$ cat src/btce_pkg.sv
package btce_pkg;

  localparam int CW          = 16;
  localparam int DIM_W       = 15;
  localparam int PAD_W       = 10;
  localparam int SLOT_W      = 6;
  localparam int OBJ_DEF     = 32;
  localparam int INT_DEF     = 32;
  localparam int MAX_RESULTS = 32;
  localparam int CNT_W       = $clog2(MAX_RESULTS + 1);
  localparam int EDGE_W      = CW + 3;

  localparam logic [2:0] MODE_WRITE  = 3'd0;
  localparam logic [2:0] MODE_CLEAR  = 3'd1;
  localparam logic [2:0] MODE_FIRST  = 3'd2;
  localparam logic [2:0] MODE_MOVE   = 3'd3;
  localparam logic [2:0] MODE_GATHER = 3'd4;

  typedef struct packed {
    logic [2:0]              mode;
    logic [SLOT_W-1:0]       slot;
    logic                    flag;
    logic signed [CW-1:0]    box_left;
    logic signed [CW-1:0]    box_top;
    logic [DIM_W-1:0]        box_width;
    logic [DIM_W-1:0]        box_height;
    logic signed [CW-1:0]    pos_x;
    logic signed [CW-1:0]    pos_y;
    logic signed [CW-1:0]    next_x;
    logic signed [CW-1:0]    next_y;
    logic [PAD_W-1:0]        padding;
  } in_req_t;

  typedef struct packed {
    logic                    hit;
    logic [SLOT_W-1:0]       hit_slot;
    logic signed [CW-1:0]    res_x;
    logic signed [CW-1:0]    res_y;
    logic                    last;
  } out_res_t;

  typedef struct packed {
    logic                    valid;
    logic                    persist;
    logic signed [CW-1:0]    left;
    logic signed [CW-1:0]    top;
    logic [DIM_W-1:0]        w;
    logic [DIM_W-1:0]        h;
  } entry_t;

  typedef struct packed {
    logic shift;
    logic clr;
    logic wr;
  } cell_ctrl_t;

  // padded query: corner may leave the coordinate range, size grows by twice the margin
  typedef struct packed {
    logic signed [CW:0]      left;
    logic signed [CW:0]      top;
    logic [DIM_W:0]          w;
    logic [DIM_W:0]          h;
  } query_t;

endpackage

$ cat src/btce_cell.sv
module btce_cell
  import btce_pkg::*;
(
  input  logic       clk,
  input  logic       rst_n,
  input  cell_ctrl_t ctrl,
  input  entry_t     shift_in,
  input  entry_t     wr_data,
  output entry_t     q
);

  entry_t ent_r;

  always_ff @(posedge clk) begin
    if (!rst_n) begin
      ent_r.valid <= 1'b0;
    end else if (ctrl.clr) begin
      ent_r.valid <= 1'b0;
    end else if (ctrl.wr) begin
      ent_r.valid <= wr_data.valid;
    end else if (ctrl.shift) begin
      ent_r.valid <= shift_in.valid;
    end
    if (ctrl.wr) begin
      ent_r.persist <= wr_data.persist;
      ent_r.left    <= wr_data.left;
      ent_r.top     <= wr_data.top;
      ent_r.w       <= wr_data.w;
      ent_r.h       <= wr_data.h;
    end else if (ctrl.shift) begin
      ent_r.persist <= shift_in.persist;
      ent_r.left    <= shift_in.left;
      ent_r.top     <= shift_in.top;
      ent_r.w       <= shift_in.w;
      ent_r.h       <= shift_in.h;
    end
  end

  assign q = ent_r;

endmodule

$ cat config.mk
export PLATFORM = sky130hd
export DESIGN_NAME = btce_cell
export DESIGN_NICKNAME = d
export VERILOG_FILES = /design/src/btce_pkg.sv /design/src/btce_cell.sv
export SDC_FILE = /design/constraint.sdc
export NUM_CORES = 1
export LEC_CHECK = 0
export BUFFER_PORTS_ARGS = -buffer_cell sky130_fd_sc_hd__buf_2
export CAP_MARGIN = 20
export CORE_UTILIZATION = 40
export DETAILED_ROUTE_END_ITERATION = 12
export HOLD_SLACK_MARGIN = 0.08
export PLACE_DENSITY = 0.81
export SLEW_MARGIN = 20
export SYNTH_ARGS = -nofsm -noshare
export SYNTH_HDL_FRONTEND = slang
export SYNTH_SLANG_ARGS = --single-unit
$ cat constraint.sdc
create_clock -name clk -period 5.25 [get_ports clk]
set_input_delay 0.525 -clock clk [delete_from_list [all_inputs] [get_ports clk]]
set_output_delay 0.525 -clock clk [all_outputs]
set_load 0.01 [all_outputs]
==> metrics.md <==
| Metric | Value |
|---|---|
| Number of diodes | `0` |
| Drt initial violations | `42` |
| Worst VDD drop | `0.0001700 V` |
| Htree depth | `3` |
| Placed instance count | `~430` |
| Unique masters post-synth | `11` |
| Placement Rows | `30` |
| Reg clk slew, reported paths | `60 ps` |
| Sequential share of the synthesized area | `0.6612` |
| Drt pass-1 iters | `4` |
| Routed WL | `6784 um` |
| CTS Root Cell | `clkbuf_8` |
| I/O Buffers | `just under 200` |
| Layout Nets | `around 470` |
| Area after DPL | `0.003936 mm^2` |
| Syn_nets | `273` |
| Initial Util | `0.4187` |
| Vias in the first global route | `2126` |
| Fillers | `roughly 570` |
| Area grow syn2layout | `41.41%` |
| DIE AREA | `around 0.0076 mm^2` |
| Die X-Extent | `roughly 87 um` |
| Least-Margin Pin Slew | `976.4 ps` |
| I/O pin total | `197` |
| Initial antenna violation count | `0` |
| Vias | `2005` |
| CP Launch Type | `input pin` |
| Synth Warn # | `0` |
| Clk_skew | `0 ps` |
| Most common cell on crit path | `buf_4` |
| Tmin final | `2228 ps` |
| ANT nets after route | `0` |
| Worst slew margin relative to its limit | `0.3490` |
| Max incr delay on CP | `740 ps` |
| Non-Filler Instances | `442` |
| Max reg flops | `64` |
| Core Area | `about 0.0069 mm^2` |
| Postcts setup bufs | `0` |
| Worst path bufs/invs | `2` |
| Die Y | `87.02 um` |
| Final period utilization | `0.4244` |
| Largest net degree at the start of global routing | `67` |
| Worst slack, placed | `2675 ps` |
| Crit-path leading delay family | `buffers and inverters` |
| TritonCTS Sinks | `64` |
| Critical path capture point type | `flop` |
| Final setup fails | `0` |
| Final WS setup | `3022 ps` |
| Worst path required time | `5200 ps` |
| Total CTS buffers | `9` |
| Final TNS setup | `0 ps` |
| Worst-Skew Late Latency | `320 ps` |
| Post-route DRC | `0` |
| Hold_buf cts | `0` |
| Final Max Slew Viols | `0` |
| Synthesized area per cell | `a little over 20 um^2` |
| CP arrival | `2180 ps` |
| Post-Syn Area | `~0.0029 mm^2` |
| RSZ-0062 raised after global routing | `no` |
| Total GRT Usage | `0.1838` |
| Crit-path max FO | `66` |
| First-pass GRT wire length | `roughly 10000 um` |
| CTS max path bufs | `2` |
| Status | `completed` |
| Max-Cap Viols | `0` |
| LEAKAGE | `slightly below 2 nW` |
| Post_cts resized | `0` |
| Avg WL per Cell | `15.35 um` |
| Crit Path Class | `input pin to flop` |
| Total global routing overflow | `0` |
| Slowest cell on the critical path | `buf_4` |
| Mapped Cells | `140` |
| Gpl congestion | `0.8028` |
| Final Hold Viols | `0` |
| Hold/Removal Path Class | `input pin to flop` |
| Routed vias/inst | `4.536` |
| CTS tree | `done` |
| Reg2reg setup slack | `4380 ps` |
| FMAX | `0.4488 GHz` |
| PD cells | `292.8 mW/mm^2` |
| Final instance area | `0.004089 mm^2` |
| #FFs+latches synth | `64` |
| CP cell instances | `buf_4 > or2_2 > buf_4` |
| Layout cell share with drive strength beyond 1 | `0.7890` |
path summary, 6_finish.rpt:
path,startpoint,end,cells past startpoint
worst max register to register,q[63],q[63],2
worst min register to register,q[63],q[63],2
worst max-delay path,ctrl[0],q[11],3
worst min-delay path,ctrl[1],q[63],2
cells in the final DEF (no fill, tap or decap), drive strengths merged:
master,n
buf,197
edfxtp,63
mux2,63
clkbuf,14
inv,2
clkinv,2
or2,1
mux2i,1
nor2b,1
a2111oi,1
dfxtp,1
cell type report:
cell class / count / area (um^2) / share of cell area
clock buffers: 14 / 142.6 / 0.03488
multi-input cells: 67 / 905.9 / 0.2215
clock inverters: 2 / 10.01 / 0.002448
repair buffers: 197 / 991.0 / 0.2424
flip-flops and latches: 64 / 1912 / 0.4676
inverters: 2 / 7.507 / 0.001836
well taps: 96 / 120.1 / 0.02938
cell families (layout without fill, tap and decap cells):
| group | count (synthesis) | after routing | synth area share |
|---|---|---|---|
| simple gates | 2 | 2 | 0.004330 |
| flops | 64 | 64 | 0.6612 |
| buf+inv | 9 | 215 | 0.02553 |
| compound gates | 1 | 1 | 0.009521 |
| mux | 64 | 64 | 0.2994 |
worst reg2reg max path: stages, from the launching register on:
cell       delay [ps]
dfxtp_1           330
mux2i_1           110
a2111oi_4         350
power by group:
group	switching, mW	internal [mW]
registers	0.0140	0.626
logic	0.0985	0.121
clock network	0.168	0.171
per-stage QoR:
step	power [mW]	hold WS, ps	util
2_1_floorplan	0.7598	600.3	-
3_3_place_gp	0.8676	652.3	0.5699
3_5_place_dp	0.8731	687.2	0.5699
4_1_cts	1.213	376.0	0.5920
5_1_grt	1.254	371.0	0.5920
6_report	1.197	390.0	0.5920
per-layer routing:
layer / routed length [um] / share of wire / GRT usage / vias to the layer above
met5: 0 / 0 / 0 / -
met4: 119 / 0.018 / 0.07727 / 0
met3: 572 / 0.084 / 0.07488 / 11
met2: 3914 / 0.58 / 0.3508 / 93
met1: 2176 / 0.32 / 0.1704 / 954
li1: - / - / - / 947
synth_stat cells:
cell	instances	area [um^2]
inv_1	2	7.510
mux2_2	24	270.3
mux2i_1	1	10.01
mux2_4	39	585.6
buf_2	2	10.01
dfxtp_1	1	20.02
a2111oi_4	1	27.53
buf_6	5	56.30
or2_2	1	6.260
nor2b_1	1	6.260
edfxtp_1	63	1892
Note: power is estimated with default switching activity, not from simulation.
