===== config.mk =====
export PLATFORM = sky130hd
export DESIGN_NAME = btce_probe
export DESIGN_NICKNAME = d
export VERILOG_FILES = /design/src/btce_pkg.sv /design/src/btce_probe.sv
export SDC_FILE = /design/constraint.sdc
export NUM_CORES = 1
export LEC_CHECK = 0
export BUFFER_PORTS_ARGS = -buffer_cell sky130_fd_sc_hd__buf_2
export CORE_MARGIN = 1.5
export CORE_UTILIZATION = 55
export DETAILED_ROUTE_END_ITERATION = 6
export PLACE_DENSITY_LB_ADDON = 0.05
export SYNTH_ARGS = -nofsm -noshare
export SYNTH_HDL_FRONTEND = slang
export SYNTH_SLANG_ARGS = --single-unit

===== constraint.sdc =====
create_clock -name vclk -period 12.12
set_clock_uncertainty 0.2 [all_clocks]
set_input_delay 2.424 -clock vclk [all_inputs]
set_output_delay 2.424 -clock vclk [all_outputs]
set_load 0.005 [all_outputs]

===== src/btce_pkg.sv =====
package btce_pkg;

  localparam int CW          = 16;
  localparam int DIM_W       = 15;
  localparam int PAD_W       = 10;
  localparam int SLOT_W      = 6;
  localparam int OBJ_DEF     = 32;
  localparam int INT_DEF     = 32;
  localparam int MAX_RESULTS = 32;
  localparam int CNT_W       = $clog2(MAX_RESULTS + 1);
  localparam int EDGE_W      = CW + 3;

  localparam logic [2:0] MODE_WRITE  = 3'd0;
  localparam logic [2:0] MODE_CLEAR  = 3'd1;
  localparam logic [2:0] MODE_FIRST  = 3'd2;
  localparam logic [2:0] MODE_MOVE   = 3'd3;
  localparam logic [2:0] MODE_GATHER = 3'd4;

  typedef struct packed {
    logic [2:0]              mode;
    logic [SLOT_W-1:0]       slot;
    logic                    flag;
    logic signed [CW-1:0]    box_left;
    logic signed [CW-1:0]    box_top;
    logic [DIM_W-1:0]        box_width;
    logic [DIM_W-1:0]        box_height;
    logic signed [CW-1:0]    pos_x;
    logic signed [CW-1:0]    pos_y;
    logic signed [CW-1:0]    next_x;
    logic signed [CW-1:0]    next_y;
    logic [PAD_W-1:0]        padding;
  } in_req_t;

  typedef struct packed {
    logic                    hit;
    logic [SLOT_W-1:0]       hit_slot;
    logic signed [CW-1:0]    res_x;
    logic signed [CW-1:0]    res_y;
    logic                    last;
  } out_res_t;

  typedef struct packed {
    logic                    valid;
    logic                    persist;
    logic signed [CW-1:0]    left;
    logic signed [CW-1:0]    top;
    logic [DIM_W-1:0]        w;
    logic [DIM_W-1:0]        h;
  } entry_t;

  typedef struct packed {
    logic shift;
    logic clr;
    logic wr;
  } cell_ctrl_t;

  // padded query: corner may leave the coordinate range, size grows by twice the margin
  typedef struct packed {
    logic signed [CW:0]      left;
    logic signed [CW:0]      top;
    logic [DIM_W:0]          w;
    logic [DIM_W:0]          h;
  } query_t;

endpackage


===== src/btce_probe.sv =====
module btce_probe
  import btce_pkg::*;
(
  input  query_t qry,
  input  entry_t ent,
  output logic   overlap
);

  logic signed [EDGE_W-1:0] q_l, q_r, q_t, q_b, e_l, e_r, e_t, e_b;

  always_comb begin
    q_l = EDGE_W'(qry.left);
    q_t = EDGE_W'(qry.top);
    q_r = q_l + $signed(EDGE_W'(qry.w));
    q_b = q_t + $signed(EDGE_W'(qry.h));
    e_l = EDGE_W'(ent.left);
    e_t = EDGE_W'(ent.top);
    e_r = e_l + $signed(EDGE_W'(ent.w));
    e_b = e_t + $signed(EDGE_W'(ent.h));
    overlap = (e_l <= q_r) && (e_r >= q_l) && (e_t <= q_b) && (e_b >= q_t);
  end

endmodule


==> qor.csv, run 1 <==
stage,metric,value,unit
drt,num_vias,4770,
drt,drtPass1Iterations,4,
place,place_inst,832,
setup_path,max_stage_delay,530,ps
job,cap_violations,0,
power_and_ir_drop,p_comb_frac,1.000,
place,dp_slack,2920,ps
cells_and_area,seq_cell_count,0,
grt,grtUsageTotal,0.262,
setup_path,cp-end-kind,output port,
cts,cts-resized-gates,0,
synthesis,netlist.area_leader.share,0.373,
floorplan,placementRows,32,
floorplan,start_util,0.570,
grt,first_global_vias,4655,
setup_path,critPathSlowestCell,a2111oi_1,
cts,holdBufCountCts,0,
power_and_ir_drop,seq_power_share,0,
hold_path,hp-class,input port to output port,
setup_path,worstPathRequired,9500,ps
grt,use_met3,0.0148,
place,portBuffers,129,
sta,fin_tns_setup,0,ps
cells_and_area,area_delta_synth_final,17.2,%
sta,layout_min_cycle_time,9160,ps
power_and_ir_drop,clkPwrFrac,0,
cells_and_area,stdcell_count,832,
grt,grt-ovfl-total,0,
floorplan,fp.dieArea,8590,sq um
sta,slew_viol_final,0,
run_status,outcome,finished clean,
sta,min_period_over_period,0.756,
synthesis,yosys_warnings,0,
setup_path,path_max_fanout,3,
sta,rsz0062_at_grt,false,
sta,tightestPinTransition,609,ps
floorplan,fp.dieW,92.7,um
setup_path,cpLargestDelayFamily,compound AO/OA/AOI/OAI gates,
sta,setup_viol,0,
synthesis,synth_area_leader_cell,ha_1,
place,gp_congestion,0.860,
power_and_ir_drop,vdd_drop_max,0.0267,mV
synthesis,syn_inst,604,
drt,ant_nets,0,
sta,hold_viol,0,
grt,grt_max_degree,9,
synthesis,avgSynthCellArea,7.33,sq um
cells_and_area,clock_buffers,0,
power_and_ir_drop,power.switching,156,uW
grt,grt_pass1_wl,19.0,mm
cells_and_area,diodes,0,
grt,grt_use_met1,0.310,
cells_and_area,seqCellArea,0,sq um
cells_and_area,nNetsFinal,998,
setup_path,cp_num_buf_inv,2,
drt,post_drt_wl_per_cell,13.6,um
floorplan,die_h,92.7,um
floorplan,ios,131,
sta,max_freq,109,MHz
power_and_ir_drop,swShare,0.535,
power_and_ir_drop,power_per_cell_area,56.2,nW/um^2
grt,top_usage_layer,met2,
synthesis,synth.distinct_cells,49,
setup_path,crit_chain,buf_2 > ha_1 > fa_1 > a211oi_1 > o21ai_1 > a2111oi_1 > nor3b_1 > o21ai_1 > nand2b_1 > xnor2_1 > ha_1 > nand4_1 > nor3_1 > o31ai_1 > o211ai_1 > mux2_2 > nor4_1 > buf_2,
power_and_ir_drop,p_int,136,uW
drt,vias_per_cell,5.73,
grt,grt_use_met2,0.512,
drt,drt-total-wl,11.3,mm
cells_and_area,drive_gt1_frac,0.185,
sta,setup_slack,2960,ps
setup_path,criticalPathCategory,input port to output port,
sta,maxSlewHeadroom,0.589,
synthesis,ys_seq_area_frac,0,
power_and_ir_drop,p_leak,0.00279,uW
setup_path,cp_data_arrival_time,6540,ps
setup_path,crit_path_start_kind,input port,
cts,post_cts_buffers,0,
drt,drtIter0Drc,100,
synthesis,syn_area,4430,sq um
place,place.detailed.hpwl,10.2,mm
synthesis,synth.net_count,870,
synthesis,synth.area.top_cells,"ha_1, a21oi_1, xnor2_1, inv_1, nor2_1",
grt,antenna_found_initial,0,
drt,drc,0,
floorplan,coreArea,7770,sq um
[worst min-delay path: stages]
cell and delay (ps):
buf_2 110, inv_1 80, ha_1 170, o21ai_0 80, nand4_1 90, nor4_1 50
buf_2 120
[metal layers]
layer  part of all wire  up-vias  routed length (um)
met4              0.022        0                 251
met2               0.49      124                5590
met5                  0        -                   0
met1               0.45     2134                5070
li1                   -     2492                   -
met3              0.037       20                 418
[final cells by class]
| type | count | area [sq um] |
|---|---|---|
| multi-input cells | 537 | 4170 |
| fillers | 688 | 2580 |
| inverters | 64 | 240 |
| well taps | 102 | 128 |
| repair buffers | 129 | 646 |
[per-stage QoR]
stage	hold slack [ps]	power, uW	instance area, sq um	utilization
6_report	5350	291	5190	0.668
5_1_grt	5410	333	5190	0.668
4_1_cts	5340	292	5190	0.668
3_5_place_dp	5340	290	5190	0.668
3_3_place_gp	5330	278	5190	0.668
2_1_floorplan	5030	213	4430	-
[power groups by stage]
stage          registers (uW)  clock network, uW  logic [uW]
3_5_place_dp                0                  0         290
5_1_grt                     0                  0         333
3_3_place_gp                0                  0         278
2_1_floorplan               0                  0         213
6_report                    0                  0         291
4_1_cts                     0                  0         292
[cell usage in the layout, fill, tap and decap left out, types with 2 or more instances in the layout]
cell type / count
ha_1: 132
buf_2: 129
a21oi_1: 68
inv_1: 64
nor2_1: 44
o21ai_0: 32
xnor2_1: 31
nand2_1: 30
a21o_1: 18
nand3_1: 16
nand4_1: 16
xor2_1: 16
nor2b_1: 13
nand2b_1: 11
nor3_1: 11
a211oi_1: 10
o21a_1: 9
o21ai_1: 8
o31ai_1: 7
a211o_1: 6
o21bai_1: 6
and3_1: 5
o211ai_1: 5
a31oi_1: 4
nor4_1: 4
fa_1: 4
or2_2: 3
a2111oi_0: 3
o31a_1: 2
a21boi_0: 2
or3_1: 2
o22ai_1: 2
nor3b_1: 2
[final timing paths]
check | from | to | slack, ps | cells past startpoint
hold / removal | qry[48] | overlap | 5350 | 7
setup / recovery | qry[32] | overlap | 2960 | 18
[cell families (layout without fill, tap and decap cells)]
kind of cell,Yosys count,count (layout),share of synthesized area
AO/OA/AOI/OAI,195,195,0.281
AND/OR/NAND/NOR,157,157,0.173
adder cells (fa/ha/maj),136,136,0.391
buffers and inverters,67,193,0.0568
XOR/XNOR,47,47,0.0930
multiplexers,2,2,0.00481
[synthesized netlist by cell type (all sizes together) (11+ instances only)]
cell	instances
xnor2	31
a21o	18
nor2	44
xor2	16
nand3	16
o21ai	40
nor2b	13
nand4	16
nand2	30
nand2b	11
nor3	11
ha	132
inv	64
a21oi	68
No activity file was read; power rests on OpenSTA's default activity.
==> run 2, diff against run 1 <==
--- a/config.mk
+++ b/config.mk
@@ -5,9 +5,10 @@
 export SDC_FILE = /design/constraint.sdc
 export NUM_CORES = 1
 export LEC_CHECK = 0
+export ABC_AREA = 1
 export BUFFER_PORTS_ARGS = -buffer_cell sky130_fd_sc_hd__buf_2
 export CORE_MARGIN = 1.5
-export CORE_UTILIZATION = 55
+export CORE_UTILIZATION = 51
 export DETAILED_ROUTE_END_ITERATION = 6
 export PLACE_DENSITY_LB_ADDON = 0.05
 export SYNTH_ARGS = -nofsm -noshare
==> constraint.sdc (replaced) <==
create_clock -name vclk -period 8.04
set_clock_uncertainty 0.2 [all_clocks]
set_input_delay 1.608 -clock vclk [all_inputs]
set_output_delay 1.608 -clock vclk [all_outputs]
set_load 0.005 [all_outputs]
==> qor.csv, run 2 <==
stage,metric,value,unit,change
cells_and_area,mostFrequentLayoutCells,"nand2_1, inv_1, ha_1",,
synthesis,ys_seq_area_frac,0,,unchanged
run_status,outcome,finished clean,,
floorplan,die_h,101,um,+9.0%
drt,drtPass1Iterations,4,,unchanged
place,gp_congestion,0.946,,+10%
synthesis,yosys_warnings,0,,unchanged
synthesis,synth.distinct_cells,34,,-31%
setup_path,cp-end-kind,output port,,
drt,vias_per_cell,5.16,,-10%
hold_path,min_from,ent[47],,
setup_path,path_max_fanout,5,,+2
sta,maxSlewHeadroom,0.729,,+0.141
floorplan,coreArea,9280,sq um,+20%
floorplan,ios,131,,unchanged
drt,drt-total-wl,13.0,mm,+15%
cells_and_area,seqCellArea,0,sq um,unchanged
floorplan,fp.dieArea,10200,sq um,+19%
drt,drc,0,,unchanged
cells_and_area,drive_gt1_frac,0.181,,-0.00382
setup_path,criticalPathCategory,input port to output port,,
drt,post_drt_wl_per_cell,12.6,um,-7.4%
synthesis,synth_area_leader_cell,ha_1,,
sta,slew_viol_final,0,,unchanged
hold_path,hp-class,input port to output port,,
grt,first_global_vias,5117,,+9.9%
synthesis,synth.area.top_cells,"ha_1, nand2_1, inv_1, a21oi_1, xor2_1",,
cts,post_cts_buffers,0,,unchanged
power_and_ir_drop,vdd_drop_max,0.0475,mV,+78%
power_and_ir_drop,power_per_cell_area,85.5,nW/um^2,+52%
synthesis,synth_common_cells,"nand2_1, ha_1, inv_1",,
synthesis,syn_inst,771,,+28%
cells_and_area,diodes,0,,unchanged
cts,holdBufCountCts,0,,unchanged
place,portBuffers,129,,unchanged
grt,antenna_found_initial,0,,unchanged
drt,num_vias,5306,,+11%
floorplan,placementRows,35,,+9.4%
floorplan,start_util,0.528,,-0.0421
setup_path,crit_chain,buf_2 > ha_1 > a21oi_1 > o21ai_0 > a211oi_1 > nand2_1 > nand2_1 > o21ai_1 > ha_1 > nand2_1 > nor4_2 > nand2_1 > nand2_1 > nand2_1 > nand3_1 > nand3_1 > nor2_1 > buf_2,,
synthesis,yosysMostFrequentCell,nand2_1,,
synthesis,syn_area,4900,sq um,+11%
cells_and_area,final_area,5710,sq um,+10%
synthesis,netlist.area_leader.share,0.337,,-0.0360
place,place_area,5710,sq um,+10%
sta,rsz0062_at_grt,false,,
power_and_ir_drop,fin_total_pwr,488,uW,+67%
floorplan,fp.dieW,101,um,+9.0%
synthesis,avgSynthCellArea,6.35,sq um,-13%
sta,layout_min_cycle_time,6250,ps,
sta,setup_viol,0,,unchanged
drt,ant_nets,0,,unchanged
place,place.detailed.hpwl,11.8,mm,+16%
sta,tightestPinTransition,402,ps,-207 ps
sta,holdWs,3710,ps,-1630 ps
cells_and_area,nNetsFinal,1168,,+17%
cells_and_area,clock_buffers,0,,unchanged
cells_and_area,final_common_cell,nand2_1,,
grt,grt_max_degree,7,,-2
sta,max_freq,160,MHz,
cells_and_area,area_delta_synth_final,16.5,%,
cts,cts-resized-gates,0,,unchanged
power_and_ir_drop,p_leak,0.00339,uW,+22%
setup_path,critPathSlowestCell,nor4_2,,
sta,min_period_over_period,0.777,,
hold_path,whs_endpoint,overlap,,
hold_path,hold_path_depth,7,,unchanged
synthesis,synth.net_count,1037,,+19%
setup_path,crit_path_start_kind,input port,,
setup_path,cpMostUsedCell,nand2_1,,
setup_path,cp_data_arrival_time,4440,ps,-2100 ps
setup_path,worstPathRequired,6230,ps,-3270 ps
job,cap_violations,0,,unchanged
grt,grt_pass1_wl,21.5,mm,+13%
cells_and_area,seq_cell_count,0,,unchanged
sta,fin_tns_setup,0,ps,unchanged
drt,drtIter0Drc,107,,+7.0%
grt,grt-ovfl-total,0,,unchanged
grt,grtUsageTotal,0.254,,-0.00819
setup_path,max_stage_delay,380,ps,-150 ps
sta,hold_viol,0,,unchanged
run 2: changes by cell type after synthesis, sizes merged, moves of 9 or more:
cell / change
nand2: +162
nor2b: -13
a21o: -12
a21oi: +9
nand3: +25
inv: +68
xor2: +19
nand2b: -11
xnor2: -13
run 2: cell type report:
cell class | count | area [sq um]
Fill cell | 949 | 3580
Inverter | 132 | 495
Multi-Input combinational cell | 639 | 4400
Tap cell | 129 | 161
Timing Repair Buffer | 129 | 646
run 2: worst max-delay path: cells and delay by family:
kind | cells | cell delay, ps
AND/OR/NAND/NOR | 10 | 1170
buffers and inverters | 2 | 240
adder cells (fa/ha/maj) | 2 | 710
AO/OA/AOI/OAI | 4 | 720
run 2: metrics by stage:
step / utilization / instances / setup WS (ps)
floorplan: - / 771 / 2370
global placement: 0.615 / 1029 / 1770
detailed placement: 0.615 / 1029 / 1730
CTS: 0.615 / 1029 / 1730
global route: 0.615 / 1029 / 1440
finish: 0.615 / 1029 / 1790
run 2: worst max-delay path by stage:
stage / endpoint / slack (ps) / startpoint
2_1_floorplan: overlap / 2370 / ent[0]
3_3_place_gp: overlap / 1770 / qry[32]
3_5_place_dp: overlap / 1730 / qry[32]
4_1_cts: overlap / 1730 / qry[32]
5_1_grt: overlap / 1440 / qry[49]
6_report: overlap / 1790 / qry[38]
run 2: where the power goes:
part	internal [uW]	leakage (uW)	total [uW]	switching, uW
sequential	0	0	0	0
combinational	202	0.00339	488	286
clock	0	0	0	0
total	202	0.00339	488	286
run 2: logic make-up after synthesis:
group | Yosys count | share of synthesized area
simple gates | 310 | 0.265
xor+xnor | 53 | 0.0948
compound gates | 140 | 0.185
fa+ha+maj | 136 | 0.354
buf+inv | 132 | 0.101
run 2: routing by layer:
layer  up-vias  track usage  wire length [um]
met2       126        0.518              6650
met3         6      0.00277               421
met1      2342        0.306              5840
li1       2832            -                 -
met4         0       0.0160                63
met5         -            0                 0
